### config.mk
export PLATFORM = sky130hd
export DESIGN_NAME = tad_alarm
export DESIGN_NICKNAME = d
export VERILOG_FILES = /design/src/hw/rtl/tad_pkg.sv /design/src/hw/rtl/tad_alarm.sv
export SDC_FILE = /design/constraint.sdc
export NUM_CORES = 1
export LEC_CHECK = 0
export ABC_AREA = 1
export ABC_CLOCK_PERIOD_IN_PS = 5300
export BUFFER_PORTS_ARGS = -buffer_cell sky130_fd_sc_hd__buf_2
export CAP_MARGIN = 20
export CORE_UTILIZATION = 58
export CTS_BUF_LIST = sky130_fd_sc_hd__clkbuf_8
export CTS_CLUSTER_DIAMETER = 120
export DETAILED_ROUTE_END_ITERATION = 8
export HOLD_SLACK_MARGIN = 0.06
export PLACE_DENSITY_LB_ADDON = 0.25
export SLEW_MARGIN = 10
export SYNTH_ARGS = -nofsm -noshare
export SYNTH_HDL_FRONTEND = slang
export SYNTH_SLANG_ARGS = --single-unit
### constraint.sdc
create_clock -name clk -period 5.3 [get_ports clk]
set_input_delay 0.795 -clock clk [delete_from_list [all_inputs] [get_ports clk]]
set_output_delay 0.795 -clock clk [all_outputs]
set_load 0.1 [all_outputs]
### src/hw/rtl/tad_pkg.sv
`default_nettype none

package tad_pkg;

  // Default sizes
  localparam int CORDIC_STEPS_DEF = 16;
  localparam int COUNT_BITS_DEF   = 16;

  // Stream word widths
  localparam int IN_W  = 64;
  localparam int OUT_W = 16;

  // Sample fields
  localparam int SAMPLE_W = 16;
  localparam int TIME_W   = 32;

  // CORDIC datapath: samples scaled by 2^14, room for the CORDIC gain
  localparam int SCALE_SH = 14;
  localparam int XZ_W     = 34;
  localparam int FRAC_W   = 16;
  localparam int ANG_W    = 26;
  localparam int ATAN_W   = 22;
  localparam int ATAN_N   = 24;

  // Angle widths
  localparam int DEG_W  = 9;
  localparam int TILT_W = 10;

  // atan(2^-i) in degrees, 16 fractional bits, rounded to nearest
  localparam logic [ATAN_W-1:0] ATAN_DEG_Q16 [ATAN_N] = '{
    22'd2949120, 22'd1740967, 22'd919879, 22'd466945,
    22'd234379,  22'd117304,  22'd58666,  22'd29335,
    22'd14668,   22'd7334,    22'd3667,   22'd1833,
    22'd917,     22'd458,     22'd229,    22'd115,
    22'd57,      22'd29,      22'd14,     22'd7,
    22'd4,       22'd2,       22'd1,      22'd0
  };

  // 180 degrees in the accumulator format
  localparam logic signed [ANG_W-1:0] ANG_180 = ANG_W'(180 * 65536);

  localparam logic signed [DEG_W-1:0]  DEG_P180 = 9'sd180;
  localparam logic signed [DEG_W-1:0]  DEG_P90  = 9'sd90;
  localparam logic signed [DEG_W-1:0]  DEG_N90  = -9'sd90;
  localparam logic signed [DEG_W-1:0]  DEG_ZERO = 9'sd0;

  // Configuration register index
  localparam int CFG_ADDR_W = 3;
  localparam int CFG_DATA_W = 16;

  typedef enum logic [CFG_ADDR_W-1:0] {
    CFG_ANGLE_OFFSET  = 3'd0,
    CFG_UPPER_LIMIT   = 3'd1,
    CFG_LOWER_LIMIT   = 3'd2,
    CFG_CONFIRM_COUNT = 3'd3,
    CFG_ALARM_INTERVAL = 3'd4
  } cfg_index_t;

  typedef struct packed {
    logic signed [DEG_W-1:0]  angle_offset;
    logic signed [TILT_W-1:0] upper_limit;
    logic signed [TILT_W-1:0] lower_limit;
    logic [15:0]              confirm_count;
    logic [15:0]              alarm_interval_ms;
  } cfg_regs_t;

  // Word travelling down the CORDIC cell chain
  typedef struct packed {
    logic signed [XZ_W-1:0]  x;
    logic signed [XZ_W-1:0]  z;
    logic signed [ANG_W-1:0] ang;
  } cordic_t;

  // Per-sample side info held while the sample is in the chain
  typedef struct packed {
    logic                    special;
    logic signed [DEG_W-1:0] special_deg;
    logic [TIME_W-1:0]       now_ms;
  } item_info_t;

endpackage : tad_pkg

`default_nettype wire

### src/hw/rtl/tad_alarm.sv
`default_nettype none

// Angle rounding, limit check, debounce counter and speaker timing
module tad_alarm #(
  parameter int COUNT_BITS = tad_pkg::COUNT_BITS_DEF
) (
  input  wire logic                        clk,
  input  wire logic                        rst,
  input  wire tad_pkg::cfg_regs_t          cfg,
  input  wire logic                        ang_valid,
  input  wire logic signed [tad_pkg::ANG_W-1:0] ang,
  input  wire tad_pkg::item_info_t         info,
  output logic                             take,
  output logic                             m_axis_tvalid,
  input  wire logic                        m_axis_tready,
  output logic [tad_pkg::OUT_W-1:0]        m_axis_tdata  // tilt_degrees[9:0], tilt_confirmed, speaker_on, pad
);
  import tad_pkg::*;

  localparam int MAG_W = ANG_W - FRAC_W;
  localparam int CMP_W = (COUNT_BITS > 16) ? COUNT_BITS : 16;

  // Stage A: whole degrees and raw tilt flag
  logic [ANG_W-1:0]          mag;
  logic [MAG_W-1:0]          q;
  logic signed [MAG_W:0]     deg_w;
  logic signed [DEG_W-1:0]   deg_clamp;
  logic signed [DEG_W-1:0]   deg_final;
  logic signed [TILT_W:0]    corr_w;
  logic signed [TILT_W-1:0]  corrected;
  logic                      raw_now;

  logic                      a_valid;
  logic signed [TILT_W-1:0]  a_tilt;
  logic                      a_raw;
  logic [TIME_W-1:0]         a_now;

  // State
  logic                      raw_tilt, raw_tilt_next;
  logic [COUNT_BITS-1:0]     agree_count, agree_count_next;
  logic                      confirmed_tilt, confirmed_tilt_next;
  logic                      alarm_level, alarm_level_next;
  logic [TIME_W-1:0]         last_alarm_time, last_alarm_time_next;
  logic [TIME_W-1:0]         due;
  logic                      out_free;

  // Truncate toward zero, clamp, then apply offset and limits
  // (limit check on the full-width difference, output keeps the low bits)
  always_comb begin
    mag   = ang[ANG_W-1] ? ANG_W'(-ang) : ang;
    q     = mag[ANG_W-1:FRAC_W];
    deg_w = ang[ANG_W-1] ? -$signed({1'b0, q}) : $signed({1'b0, q});
    if (deg_w > (MAG_W+1)'(180)) begin
      deg_clamp = DEG_P180;
    end else if (deg_w < -(MAG_W+1)'(180)) begin
      deg_clamp = -DEG_P180;
    end else begin
      deg_clamp = deg_w[DEG_W-1:0];
    end
    deg_final = info.special ? info.special_deg : deg_clamp;
    corr_w    = (TILT_W+1)'(deg_final) - (TILT_W+1)'(cfg.angle_offset);
    corrected = corr_w[TILT_W-1:0];
    raw_now   = (corr_w > (TILT_W+1)'(cfg.upper_limit)) ||
                (corr_w < (TILT_W+1)'(cfg.lower_limit));
  end

  assign out_free = !m_axis_tvalid || m_axis_tready;
  assign take     = a_valid && out_free;

  always_ff @(posedge clk) begin
    if (rst) begin
      a_valid <= 1'b0;
    end else if (ang_valid) begin
      a_valid <= 1'b1;
    end else if (take) begin
      a_valid <= 1'b0;
    end
  end

  always_ff @(posedge clk) begin
    if (ang_valid) begin
      a_tilt <= corrected;
      a_raw  <= raw_now;
      a_now  <= info.now_ms;
    end
  end

  // Debounce and speaker update for the word in stage A
  always_comb begin
    raw_tilt_next        = raw_tilt;
    agree_count_next     = agree_count;
    confirmed_tilt_next  = confirmed_tilt;
    alarm_level_next     = alarm_level;
    last_alarm_time_next = last_alarm_time;
    if (a_raw == raw_tilt) begin
      if (agree_count != '1) begin
        agree_count_next = agree_count + 1'b1;
      end
    end else begin
      agree_count_next = '0;
      raw_tilt_next    = a_raw;
    end
    if (CMP_W'(agree_count_next) > CMP_W'(cfg.confirm_count)) begin
      confirmed_tilt_next = raw_tilt_next;
    end
    due = last_alarm_time + TIME_W'(cfg.alarm_interval_ms);
    if (a_now > due) begin
      alarm_level_next     = confirmed_tilt_next ? !alarm_level : 1'b0;
      last_alarm_time_next = a_now;
    end
  end

  always_ff @(posedge clk) begin
    if (rst) begin
      raw_tilt        <= 1'b0;
      agree_count     <= '0;
      confirmed_tilt  <= 1'b0;
      alarm_level     <= 1'b0;
      last_alarm_time <= '0;
      m_axis_tvalid   <= 1'b0;
    end else begin
      if (take) begin
        raw_tilt        <= raw_tilt_next;
        agree_count     <= agree_count_next;
        confirmed_tilt  <= confirmed_tilt_next;
        alarm_level     <= alarm_level_next;
        last_alarm_time <= last_alarm_time_next;
        m_axis_tvalid   <= 1'b1;
      end else if (m_axis_tready) begin
        m_axis_tvalid   <= 1'b0;
      end
    end
  end

  // Result word
  always_ff @(posedge clk) begin
    if (take) begin
      m_axis_tdata <= {4'b0000, alarm_level_next, confirmed_tilt_next, a_tilt};
    end
  end

  // A taken word shows up on the output next cycle
  assert property (@(posedge clk) disable iff (rst) take |=> m_axis_tvalid)
    else $error("result word lost after stage A handoff");

  // Agreement counter only steps up by one, holds, or clears
  assert property (@(posedge clk) disable iff (rst)
    $past(!rst) |-> (agree_count == $past(agree_count)) ||
                    (agree_count == $past(agree_count) + 1'b1) ||
                    (agree_count == '0))
    else $error("agreement counter jumped");

endmodule : tad_alarm

`default_nettype wire

# == Yosys cells after proc, flatten, opt, wreduce, memory -nomap -nowiden ==
# Cells that the tools add are included.
# word_totals
in_bits,133
wordCells,47
output_inout_bits,18
ff_bits,108
# classes
n_eq_ne,2
muxes,15
reduce_logical,8
n_lt_le_gt_ge,6
addsub,5
# ops
operator,n
adder 32 x 16 -> 32 bit,1
greater-than comparator 32 bit,1
2-to-1 mux 16 bit,2
2-to-1 mux 9 bit,3
2-to-1 mux 26 bit,1
negator 26 bit,1
adder 16 x 1 -> 16 bit (second input constant),1
greater-than comparator 16 bit,1
!= test 16 bit (second input constant),1
greater-than comparator 11 x 9 -> 1 bit (second input constant),1
< comparator 11 x 9 -> 1 bit (second input constant),1
2-to-1 mux 11 bit,1
negator 10 -> 11 bit,1
greater-than comparator 10 bit,1
< comparator 10 bit,1
subtractor 9 x 9 -> 10 bit,1
2-to-1 mux 1 bit,8
nonzero test 2 bit,2
logical NOT 1 bit,2
logical OR 1 bit,2
AND reduction 2 bit,1
equality test 1 bit,1
logical AND 1 bit,1

# == Longest topological paths before layout ==
# Gate-level depths: netlist (run 1).
# depth
ltp_word,11
ltp_mapped,41
mapped_depth_nobuf,41

# == Worst setup path after synthesis (run 1) ==
# No wires, ideal clock.
# synth_path
path_kind,input -> register
from,in ang[12] in the netlist's numbering
to,reg a_raw (data pin)
slack_ns,0.347
required_ns,5.041
stages,39
n_path_buf,0
arrival_ns,4.694
setup_time_ns,0.259
path_cell_list,nor2_2 -> nand2_1 -> nor2_1 -> nand2_1 -> nand2_1 -> nand2_1 -> nand2_1 -> inv_2 -> ha_1 -> nor2_1 -> xor2_1 -> o21ai_0 -> nand2_1 -> nand3_1 -> nand2_1 -> nand2_1 -> nand2_1 -> nand2_4 -> [... 3 more ...] -> ha_1 -> a21oi_1 -> o21ai_0 -> a21oi_1 -> nor2_1 -> nor2_1 -> nor2_1 -> o21ai_0 -> nand2_1 -> xnor2_1 -> inv_1 -> ha_1 -> nand2_1 -> inv_1 -> a221oi_1 -> o21ai_0 -> nand3_1 -> nand3_1
# synth_via
elab_chain_len,11
word_cells_on_any_way,13
classes_between,3 x add/sub; 4 x order compare; 5 x mux; 1 x reduce/logical
# synth_rtl
item,line,rtl
"start, declared",tad_alarm.sv:11,"input wire logic signed [tad_pkg::ANG_W-1:0] ang,"
negator 26 bit (*),tad_alarm.sv:50,mag = ang[ANG_W-1] ? ANG_W'(-ang) : ang;
2-to-1 mux 26 bit (*),tad_alarm.sv:50,
negator 10 -> 11 bit,tad_alarm.sv:52,"deg_w = ang[ANG_W-1] ? -$signed({1'b0, q}) : $signed({1'b0, q});"
2-to-1 mux 11 bit (*),tad_alarm.sv:52,
< comparator 11 x 9 -> 1 bit,tad_alarm.sv:55,end else if (deg_w < -(MAG_W+1)'(180)) begin
2-to-1 mux 9 bit,tad_alarm.sv:55,
2-to-1 mux 9 bit (*),tad_alarm.sv:53,if (deg_w > (MAG_W+1)'(180)) begin
2-to-1 mux 9 bit (*),tad_alarm.sv:60,deg_final = info.special ? info.special_deg : deg_clamp;
subtractor 9 x 9 -> 10 bit (*),tad_alarm.sv:61,corr_w = (TILT_W+1)'(deg_final) - (TILT_W+1)'(cfg.angle_offset);
net corr_w[7],tad_alarm.sv:29,logic signed [TILT_W:0] corr_w;
greater-than comparator 10 bit / < comparator 10 bit (equally long branches),"tad_alarm.sv:63, tad_alarm.sv:64",
logical OR 1 bit (*),tad_alarm.sv:63,raw_now = (corr_w > (TILT_W+1)'(cfg.upper_limit)) ||
net raw_now,tad_alarm.sv:31,logic raw_now;
"end signal, assigned",tad_alarm.sv:83,a_raw <= raw_now;
"end, declared",tad_alarm.sv:35,logic a_raw;
# Mark *: on every way through the listed nets, which the timed path passes. The rest lies on a longest branch.
# A chain may end at the register's enable or synchronous reset.

# == Worst setup path in the final report (run 1) ==
# layout_path
from,in ang[4] in the netlist's numbering
to,reg a_raw (data pin)
# The elaborated chain is that of the path after synthesis.

==> impl_results.md, run 1 <==
* Max Cap Viol at 0
* WL final at between 15000 and 20000 um
* Max incr delay on CP at roughly 320 ps
* CP Launch Type: input pin
* CTS Buf Count at 9
* Die X at roughly 120 um
* Synthesis-stage register bit count at approximately 110
* Final min period at about 5000 ps
* Final-report hold violation count at 0
* Mapped Cells at ~1100
* Initial antenna violation count at 2
* IO Port Bufs at 146
* IO Count at 151
* DRT Pass-1 Iters at 5
* Wire length per cell at between 10 and 15 um
* Worst Tran Pin Value at slightly above 1000 ps
* Clock buffer depth at 2
* Pre-CTS setup slack at -164 ps
* XOR/XNOR Fraction of Synth Area at ~4.6%
* Hold Crit Class: register to register
* Asr flop ratio synth at 0%
* Detailed Place HPWL at approximately 15000 um
* CTS sink cnt at between 100 and 150
* # DRC at 0
* Initial drt markers at 505
* Ratio of cells with drive above 1 in the final layout at roughly a fifth
* Seq/Total Area, Yosys at ~33%
* First-pass GRT wire length at just over 30000 um
* CTS root buf: clkbuf_8
* Total Routing Usage GR at between 20% and 30%
* Final Slew Violations at 0
* Slowest-stage cell, CP: ha_1
* Die area at roughly 15000 um^2
* Most used cell, CP: nor2_1
* Clock Latency Late Sink at approximately 380 ps
* Row cnt at 42
* Largest family of logic cells by synthesized area: simple AND/OR/NAND/NOR gates
* Clock Pin Slew Worst Setup and Hold Paths at about 110 ps
* Top-area cell type share of the netlist area at between 20 and 25%
* Prevailing post-synth register cell: edfxtp_1
* Starting Density at 60.5%
* Layout Cells excl Fill at approximately 1400
* Number of H-tree levels at 3
* Via density at about 5.4
* Routability cong. at approximately 0.9
* CTS tree: done
* Final setup viols at 0
* Setup crit end kind: register
* Power per Cell Area at around 250 nW/um^2
* Max Fclk at between 0.2 and 0.25 GHz
* Antenna viol nets, final at 0
* Placed Instances at 1393
* VDD IR max at approximately 0.13 mV
* Synth Area in Simple Gates at around a quarter
* Synth area leader: edfxtp_1
* Area growth, synth to finish at 16.9%
* Max FO, Critical Path at 4
* Synth Area in Compound Gates at ~15%
* Post-synth EDFFs at 55
* RSZ-0062 raised after global routing: true
* Die H at approximately 120 um
* Synth top area cells: edfxtp_1, ha_1, dfxtp_1
* Max-slew headroom at roughly 33%
* PnR worst setup slack at roughly 350 ps
* Crit path DAT at roughly 5100 ps
* Synth warn at 0
* Synth cell types at 56
* CP required at roughly 5400 ps
* Pleak at between 4 and 5 nW
* Final #Nets at around 1500
* Crit path kind: input pin to register
* DR vias at 7620
* GRT overflow at 0
* Outcome: complete, no violations
* Final Skew at a little under 10 ps
* Total power at 2.35 mW
* Synth Area in Adders at about 15%
* Period utilisation layout at between 90% and 100%
* Core area at roughly 13000 um^2
* Largest net degree at the start of global routing at 45
* Mapped cell area at about 8100 um^2
* Syn avg cell area at 7.64 um^2
* Mux contribution to synthesized area at 0%
* Vias in the first global route at 7122
[path summary, 6_finish.rpt]
kind                      start  slack (ps)             endpoint  cells after the start
min                   a_tilt[7]         430      m_axis_tdata[7]                      0
max                      ang[4]         350                a_raw                     34
min reg2reg           a_tilt[7]         430      m_axis_tdata[7]                      0
max reg2reg  last_alarm_time[0]         630  last_alarm_time[21]                     24
[layout by cell type, fill, tap and decap left out, types with 3 or more instances in the layout]
cell type / netlist / layout
xnor2_1: 13 / 13
nand2_2: 4 / 5
nor4_1: 9 / 8
buf_4: 4 / 28
xor2_2: 1 / 3
ha_1: 96 / 94
nand3b_1: 6 / 6
o21ai_2: 8 / 8
clkbuf_8: 0 / 9
nand2_1: 205 / 204
nor2_1: 81 / 71
dfxtp_1: 53 / 53
a21oi_2: 4 / 5
nand4_1: 18 / 18
nor3_1: 19 / 19
a21oi_1: 102 / 101
edfxtp_1: 55 / 55
buf_2: 2 / 146
nand3_2: 5 / 5
o21ai_1: 2 / 7
inv_6: 0 / 3
conb_1: 1 / 4
nand3_1: 62 / 62
inv_2: 7 / 8
nor2_2: 11 / 19
xor2_1: 28 / 26
nor2_4: 1 / 3
o21a_1: 4 / 4
a211oi_1: 7 / 7
o21ai_0: 56 / 51
inv_1: 149 / 147
[critical path: cells and delay by family]
family,cells,cell delay (ps)
AND/OR/NAND/NOR,20,1890
AO/OA/AOI/OAI,8,1220
adder cells (fa/ha/maj),2,580
buffers and inverters,3,400
XOR/XNOR,1,190
[cell families (layout without fill, tap and decap cells)]
logic type / count (synthesis) / after routing
AO/OA/AOI/OAI: 206 / 206
XOR/XNOR: 42 / 42
adder cells (fa/ha/maj): 98 / 98
buffers and inverters: 182 / 348
flip-flops: 108 / 108
other: 1 / 5
AND/OR/NAND/NOR: 428 / 428
[where the power goes]
group / switching, mW / internal [mW]
clock: 0.308 / 0.230
combinational: 0.493 / 0.311
sequential: 0.0434 / 0.966
total: 0.845 / 1.51
[cells in the mapped netlist (4+ instances only)]
| cell | number |
|---|---|
| nand2_1 | 205 |
| inv_1 | 149 |
| a21oi_1 | 102 |
| ha_1 | 96 |
| nor2_1 | 81 |
| nand3_1 | 62 |
| o21ai_0 | 56 |
| edfxtp_1 | 55 |
| dfxtp_1 | 53 |
| xor2_1 | 28 |
| nor3_1 | 19 |
| nand4_1 | 18 |
| clkbuf_1 | 17 |
| xnor2_1 | 13 |
| nor2_2 | 11 |
| nor4_1 | 9 |
| o21ai_2 | 8 |
| a211oi_1 | 7 |
| inv_2 | 7 |
| nand3b_1 | 6 |
| nand3_2 | 5 |
| a21oi_2 | 4 |
| buf_4 | 4 |
| nand2_2 | 4 |
| o21a_1 | 4 |
[per-layer routing]
| metal | routed length [um] | up-vias | part of all wire [%] | global-route usage [%] |
|---|---|---|---|---|
| met4 | 447 | 0 | 2.4 | 10.3 |
| met1 | 8230 | 3455 | 44 | 33.1 |
| met2 | 8930 | 216 | 48 | 45.8 |
| li1 | - | 3910 | - | - |
| met3 | 1010 | 39 | 5.4 | 3.82 |
| met5 | 0 | - | 0 | 0 |
[metrics by stage]
step	TNS [ps]	area, um^2	hold WS (ps)	utilization (%)
2_1_floorplan	0	8150	400	-
3_3_place_gp	0	9220	401	68.5
3_5_place_dp	-164	9220	405	68.5
4_1_cts	0	9430	431	70.1
5_1_grt	-29.0	9520	436	70.7
6_report	0	9520	430	70.7
[cell type report]
| type | instances | area [um^2] |
|---|---|---|
| Antenna cell | 1 | 2.50 |
| Clock buffer | 9 | 124 |
| Clock inverter | 7 | 86.3 |
| Fill cell | 1177 | 3940 |
| Inverter | 157 | 589 |
| Multi-Input combinational cell | 778 | 4820 |
| Sequential cell | 108 | 2710 |
| Tap cell | 176 | 220 |
| Timing Repair Buffer | 175 | 961 |
[sequential cells by signal, summed over array words and instances, names as in the netlist]
| register | flops |
|---|---|
| a_now | 32 |
| last_alarm_time | 32 |
| agree_count | 16 |
| m_axis_tdata | 12 |
| a_tilt | 10 |
| a_raw | 1 |
| a_valid | 1 |
| alarm_level | 1 |
| confirmed_tilt | 1 |
| m_axis_tvalid | 1 |
| raw_tilt | 1 |
[repair_timing]
item	in CTS	in global routing
buffers inserted	0	1
resized for setup	0	26
hold buffers	0	0
endpoints found under the setup margin	0	9
No activity file was read; power rests on OpenSTA's default activity.
==> run 2: changes to the inputs <==
--- a/config.mk
+++ b/config.mk
@@ -7,12 +7,12 @@
 export LEC_CHECK = 0
 export ABC_AREA = 1
 export ABC_CLOCK_PERIOD_IN_PS = 5300
-export BUFFER_PORTS_ARGS = -buffer_cell sky130_fd_sc_hd__buf_2
 export CAP_MARGIN = 20
-export CORE_UTILIZATION = 58
+export CORE_UTILIZATION = 60
 export CTS_BUF_LIST = sky130_fd_sc_hd__clkbuf_8
 export CTS_CLUSTER_DIAMETER = 120
 export DETAILED_ROUTE_END_ITERATION = 8
+export DONT_BUFFER_PORTS = 1
 export HOLD_SLACK_MARGIN = 0.06
 export PLACE_DENSITY_LB_ADDON = 0.25
 export SLEW_MARGIN = 10
==> constraint.sdc (replaced) <==
create_clock -name clk -period 5.3 [get_ports clk]
set_input_delay 0.795 -clock clk [delete_from_list [all_inputs] [get_ports clk]]
set_output_delay 0.795 -clock clk [all_outputs]
set_load 0.05 [all_outputs]
==> run 2 against run 1 <==
Design area shrank 9.4%. Register-to-register slack lost 40 ps. Routed wire length shrank 4.9%. Core utilization shrank 5.6 points. Hold slack lost 1.8 ps. Highest routed layer unchanged.
==> impl_results.md, run 2 (synthesized netlist as in run 1, its figures left out) <==
* Hold Slack at 428 ps (was 430 ps)
* Slowest-stage cell, CP: fa_1 (was ha_1)
* Final #Nets at 1298 (was 1460)
* Switching power at 0.739 mW (was 0.845 mW)
* Final min period at 4800 ps (was 4950 ps)
* CP required at 5440 ps (about the same)
* Sequential cell fraction of total power at 47.1% (was 42.9%)
* RSZ-0062 raised after global routing: false (was true)
* Ratio of cells with drive above 1 in the final layout at 8.30% (was 21.2%)
* Worst r2r path cells at 24 (unchanged)
* CTS root buf: clkbuf_8 (unchanged)
* Starting Density at 61.5% (was 60.5%)
* First-pass GRT wire length at 29400 um (was 31000 um)
* GRT overflow at 0 (unchanged)
* Die H at 118 um (was 120 um)
* Hold Crit Class: register to register (unchanged)
* Initial drt markers at 519 (was 505)
* # DRC at 0 (unchanged)
* Total Routing Usage GR at 26.2% (was 26.4%)
* Clock Latency Late Sink at 390 ps (was 380 ps)
* Final Skew at 11.5 ps (was 9.92 ps)
* Fillers at 1211 (was 1177)
* Clock Pin Slew Worst Setup and Hold Paths at 100 ps (was 110 ps)
* Most used cell, CP: nand2_1 (was nor2_1)
* VDD IR max at 0.147 mV (was 0.129 mV)
* Largest net degree at the start of global routing at 45 (unchanged)
* Die X at 118 um (was 120 um)
* WHS Endpoint: m_axis_tdata[4] (was m_axis_tdata[7])
* Worst R2R End: last_alarm_time[23] (was last_alarm_time[21])
* Final Util at 65.1% (was 70.7%)
* CTS Buf Count at 9 (unchanged)
* Detailed Place HPWL at 14100 um (was 14700 um)
* Die area at 14000 um^2 (was 14500 um^2)
* Via density at 5.57 (was 5.40)
* Area growth, synth to finish at 5.92% (was 16.9%)
* Worst R2R Setup Slack at 590 ps (was 630 ps)
* Final setup viols at 0 (unchanged)
* CP Launch Type: input pin (unchanged)
* WL final at 17700 um (was 18600 um)
* Reg2reg start: last_alarm_time[0] (unchanged)
* Routability cong. at 0.896 (was 0.912)
* PnR worst setup slack at 500 ps (was 347 ps)
* Largest registers: a_now: 32 flops, last_alarm_time: 32 flops, agree_count: 16 flops (unchanged)
* DRT Pass-1 Iters at 5 (unchanged)
* DR vias at 6950 (was 7620)
* Number of H-tree levels at 3 (unchanged)
* IO Count at 151 (unchanged)
* Comb pwr share at 28.1% (was 34.2%)
* Clock buffer depth at 2 (unchanged)
* Row cnt at 42 (unchanged)
* Period utilisation layout at 90.6% (was 93.5%)
* CTS sink cnt at 108 (unchanged)
* Commonest non-fill, non-tap cell in the layout: nand2_1 (unchanged)
* Internal cell power at 1.47 mW (was 1.51 mW)
* Wire length per cell at 14.2 um (was 13.2 um)
* Max incr delay on CP at 400 ps (was 320 ps)
* GR peak layer: met2 (unchanged)
* CTS Hold Bufs at 0 (unchanged)
* Core area at 13200 um^2 (was 13500 um^2)
* Crit path kind: input pin to register (unchanged)
* Pre-CTS setup slack at -82.5 ps (was -164 ps)
* Final Slew Violations at 0 (unchanged)
* Outcome: complete, no violations (unchanged)
* Max FO, Critical Path at 7 (was 4)
* Power per Cell Area at 256 nW/um^2 (was 247 nW/um^2)
* Postcts setup bufs at 0 (unchanged)
* Vias in the first global route at 6474 (was 7122)
* Placed Instances at 1232 (was 1393)
* Max-slew headroom at 37.9% (was 32.7%)
* Clock share of power at 24.8% (was 22.9%)
* Ant. Diodes at 0 (was 1)
* Pleak at 3.85 nW (was 4.49 nW)
* Layout Cells excl Fill at 1248 (was 1411)
* Hold path startpoint: a_tilt[4] (was a_tilt[7])
* GR Layer Usage met1 at 33.1% (about the same)
* Met3 Use GR at 4.92% (was 3.82%)
* Total power at 2.20 mW (was 2.35 mW)
* Max Cap Viol at 0 (unchanged)
* Worst Tran Pin Value at 930 ps (was 1010 ps)
* Net Sw Frac at 33.5% (was 35.9%)
* Most frequent cells in the layout: nand2_1, inv_1, a21oi_1 (was nand2_1, inv_1, buf_2)
* Crit path DAT at 4940 ps (was 5090 ps)
* Met2 usage at 44.0% (was 45.8%)
* Final-report hold violation count at 0 (unchanged)
* Setup crit end kind: register (unchanged)
* IO Port Bufs at 0 (was 146)
* Hold Crit Depth at 0 (unchanged)
* Antenna viol nets, final at 0 (unchanged)
* Initial antenna violation count at 0 (was 2)
* Max Fclk at 0.208 GHz (was 0.202 GHz)
* CTS tree: done (unchanged)
## run 2: cell types whose count changed in the layout (fill, tap and decap cells not counted), moves of 3 or more
| cell | previous run | this run |
|---|---|---|
| o21ai_1 | 7 | 4 |
| buf_2 | 146 | 0 |
| nor2_1 | 71 | 77 |
| buf_4 | 28 | 11 |
| nor2_2 | 19 | 15 |
| o21ai_0 | 51 | 54 |
## run 2: layer usage
metal  part of all wire (%)  vias to the layer above  routed length, um
li1                       -                     3590                  -
met1                     45                     3120               7950
met2                     47                      209               8300
met3                    5.9                       31               1050
met4                    2.3                        0                414
met5                      0                        -                  0
## run 2: how the worst max path moves through the flow
stage            start  endpoint  slack [ps]
2_1_floorplan  ang[12]     a_raw         350
5_1_grt         ang[0]     a_raw          20
6_report        ang[0]     a_raw         500
3_5_place_dp    ang[0]     a_raw         -80
4_1_cts         ang[0]     a_raw         340
3_3_place_gp    ang[0]     a_raw         100
## run 2: power groups by stage
stage / registers, mW / clock network (mW) / logic [mW]
final: 1.04 / 0.546 / 0.620
after global routing: 1.05 / 0.592 / 0.720
after CTS: 1.04 / 0.559 / 0.621
after detailed placement: 1.06 / 0 / 0.616
after global placement: 1.06 / 0 / 0.599
after floorplan: 1.04 / 0 / 0.488
## run 2: what timing repair did
item                                    in CTS  in global routing
gates resized for setup                      0                  9
hold endpoints to repair                     0                  0
endpoints found under the setup margin       0                  1
## run 2: through the flow
step,instance area (um^2),TNS (ps)
after global routing,8620,0
after global placement,8380,0
after floorplan,8150,0
final,8620,0
after CTS,8600,0
after detailed placement,8380,-82.5
## run 2: area by class of cell
class / instances / area, um^2 / area share (%)
clock buffer: 11 / 151 / 1.76
tap: 176 / 220 / 2.55
sequential: 108 / 2710 / 31.5
inverter: 157 / 589 / 6.84
timing repair buffer: 13 / 123 / 1.42
clock inverter: 5 / 65.1 / 0.755
multi-input combinational: 778 / 4760 / 55.2
## run 2: critical path: cells and delay by family
kind                     cells  cell delay, ps
AO/OA/AOI/OAI                4             590
XOR/XNOR                     2             410
buffers and inverters        2             100
adder cells (fa/ha/maj)      4            1120
AND/OR/NAND/NOR             23            1940
==> run 3: changes to the inputs <==
==> constraint.sdc (replaced) <==
create_clock -name clk -period 5.3 [get_ports clk]
set_input_delay 0.53 -clock clk [delete_from_list [all_inputs] [get_ports clk]]
set_output_delay 0.53 -clock clk [all_outputs]
set_load 0.05 [all_outputs]
==> run 3 against run 2 <==
Sequential share of layout area increased by 0.40 points. Worst setup slack improved by 48 ps. Critical endpoint unchanged. Core utilization down 0.82 points. Largest cell class unchanged.
==> impl_results.md, run 3 (synthesized netlist as in run 1, its figures left out) <==
* Antenna viol nets, final at 0 (unchanged)
* Clock Pin Slew Worst Setup and Hold Paths at 100 ps (about the same)
* DRT Pass-1 Iters at 6 (was 5)
* RSZ-0062 raised after global routing: false (unchanged)
* WL final at 17600 um (was 17700 um)
* Hold Crit Class: input pin to register (was register to register)
* Pleak at 3.80 nW (was 3.85 nW)
* Worst R2R Setup Slack at 570 ps (was 590 ps)
* Internal cell power at 1.42 mW (was 1.47 mW)
* Setup crit end kind: register (unchanged)
* Area growth, synth to finish at 4.58% (was 5.92%)
* Final-report hold violation count at 0 (unchanged)
* Most frequent cells in the layout: nand2_1, inv_1, a21oi_1 (unchanged)
* Max FO, Critical Path at 8 (was 7)
* Final Util at 64.3% (was 65.1%)
* Worst r2r path cells at 24 (unchanged)
* Crit path DAT at 4900 ps (was 4940 ps)
* VDD IR max at 0.128 mV (was 0.147 mV)
* IO Port Bufs at 0 (unchanged)
* Number of H-tree levels at 3 (unchanged)
* DR vias at 6855 (was 6950)
* Max-slew headroom at 47.0% (was 37.9%)
* Core area at 13200 um^2 (unchanged)
* Hold Slack at 195 ps (was 428 ps)
* Power per Cell Area at 252 nW/um^2 (was 256 nW/um^2)
* Final min period at 4750 ps (was 4800 ps)
* Initial antenna violation count at 0 (unchanged)
* Outcome: complete, no violations (unchanged)
* First-pass GRT wire length at 29100 um (was 29400 um)
* Worst Tran Pin Value at 794 ps (was 930 ps)
* Crit path to: a_raw (unchanged)
* Final Slew Violations at 0 (unchanged)
* Die X at 118 um (unchanged)
* Commonest non-fill, non-tap cell in the layout: nand2_1 (unchanged)
* Routability cong. at 0.884 (was 0.896)
* Wire length per cell at 14.2 um (about the same)
* Period utilisation layout at 89.7% (was 90.6%)
* Crit path kind: input pin to register (unchanged)
* TNS Setup at 0 ps (unchanged)
* Slowest-stage cell, CP: ha_1 (was fa_1)
* # DRC at 0 (unchanged)
* Starting Density at 61.5% (unchanged)
* Hold path startpoint: rst (was a_tilt[4])
* Clock share of power at 23.3% (was 24.8%)
* Layout Cells excl Fill at 1241 (was 1248)
* Row cnt at 42 (unchanged)
* Fillers at 1221 (was 1211)
* Die area at 14000 um^2 (unchanged)
* Via density at 5.52 (was 5.57)
* GR peak layer: met2 (unchanged)
* Reg2reg start: last_alarm_time[0] (unchanged)
* Met2 usage at 44.6% (was 44.0%)
* Ant. Diodes at 0 (unchanged)
* CTS tree: done (unchanged)
* Ratio of cells with drive above 1 in the final layout at 6.85% (was 8.30%)
* Largest net degree at the start of global routing at 59 (was 45)
* CTS root buf: clkbuf_8 (unchanged)
* Die H at 118 um (unchanged)
* GRT overflow at 0 (unchanged)
* CP required at 5450 ps (was 5440 ps)
* Net Sw Frac at 33.9% (was 33.5%)
* IO Count at 151 (unchanged)
* Clock buffer depth at 2 (unchanged)
* CTS Hold Bufs at 0 (unchanged)
* Max Cap Viol at 0 (unchanged)
* Max Fclk at 0.210 GHz (was 0.208 GHz)
* Crit path launch: ang[0] (unchanged)
* CTS sink cnt at 108 (unchanged)
* CTS Buf Count at 9 (unchanged)
* Comb pwr share at 28.3% (was 28.1%)
* Largest registers: a_now: 32 flops, last_alarm_time: 32 flops, agree_count: 16 flops (unchanged)
* Clock Latency Late Sink at 390 ps (about the same)
* Final #Nets at 1291 (was 1298)
* Sequential cell fraction of total power at 48.4% (was 47.1%)
* Met3 Use GR at 5.94% (was 4.92%)
* Most used cell, CP: nand2_1 (unchanged)
* Total Routing Usage GR at 25.7% (was 26.2%)
* Switching power at 0.728 mW (was 0.739 mW)
* Final setup viols at 0 (unchanged)
* Final Skew at 12.1 ps (was 11.5 ps)
* Initial drt markers at 432 (was 519)
* Worst R2R End: last_alarm_time[19] (was last_alarm_time[23])
* Detailed Place HPWL at 13900 um (was 14100 um)
* Placed Instances at 1224 (was 1232)
* GR Layer Usage met1 at 31.7% (was 33.1%)
* FF+latch area at 2710 um^2 (unchanged)
* Multi-input logic area at 4740 um^2 (was 4760 um^2)
* CP Launch Type: input pin (unchanged)
* Vias in the first global route at 6440 (was 6474)
* Max incr delay on CP at 290 ps (was 400 ps)
-- run 3: layout make-up --
type / count / area share (%)
multi-input combinational: 778 / 55.7
sequential: 108 / 31.9
inverter: 157 / 6.92
tap: 176 / 2.59
clock buffer: 9 / 1.46
clock inverter: 7 / 0.764
timing repair buffer: 6 / 0.676
-- run 3: power groups by stage --
stage,clock [mW],combinational (mW),sequential [mW]
floorplan,0,0.488,1.04
global placement,0,0.588,1.06
detailed placement,0,0.605,1.06
CTS,0.503,0.609,1.04
global route,0.535,0.710,1.05
finish,0.499,0.608,1.04
-- run 3: worst min path at each step --
stage	slack (ps)	to	cells past startpoint
2_1_floorplan	400	m_axis_tdata[0]	0
3_3_place_gp	400	m_axis_tdata[5]	0
3_5_place_dp	410	m_axis_tdata[1]	0
4_1_cts	190	m_axis_tvalid	1
5_1_grt	190	last_alarm_time[17]	1
6_report	200	m_axis_tvalid	1
-- run 3: worst max-delay path, delay by kind of cell --
kind,cells,cell delay [ps]
AO/OA/AOI/OAI,7,1060
AND/OR/NAND/NOR,24,1980
buffers and inverters,3,200
XOR/XNOR,2,370
adder cells (fa/ha/maj),3,770
-- run 3: metrics by stage --
stage                     worst slack [ps]  power (mW)  instance area (um^2)
after floorplan                        612        1.53                  8150
after global placement                 268        1.64                  8310
after detailed placement              78.2        1.66                  8310
after CTS                              506        2.15                  8500
after global routing                  13.3        2.29                  8510
final                                  548        2.15                  8510
-- run 3: timing repair --
item	in CTS	in global routing
resized for setup	0	2
setup endpoints to repair	0	1
buffers inserted	0	1
-- run 3: layer usage --
metal / up-vias / part of all wire [%]
met3: 17 / 6.1
met5: - / 0
met2: 181 / 48
met4: 0 / 1.5
met1: 3096 / 44
li1: 3561 / -
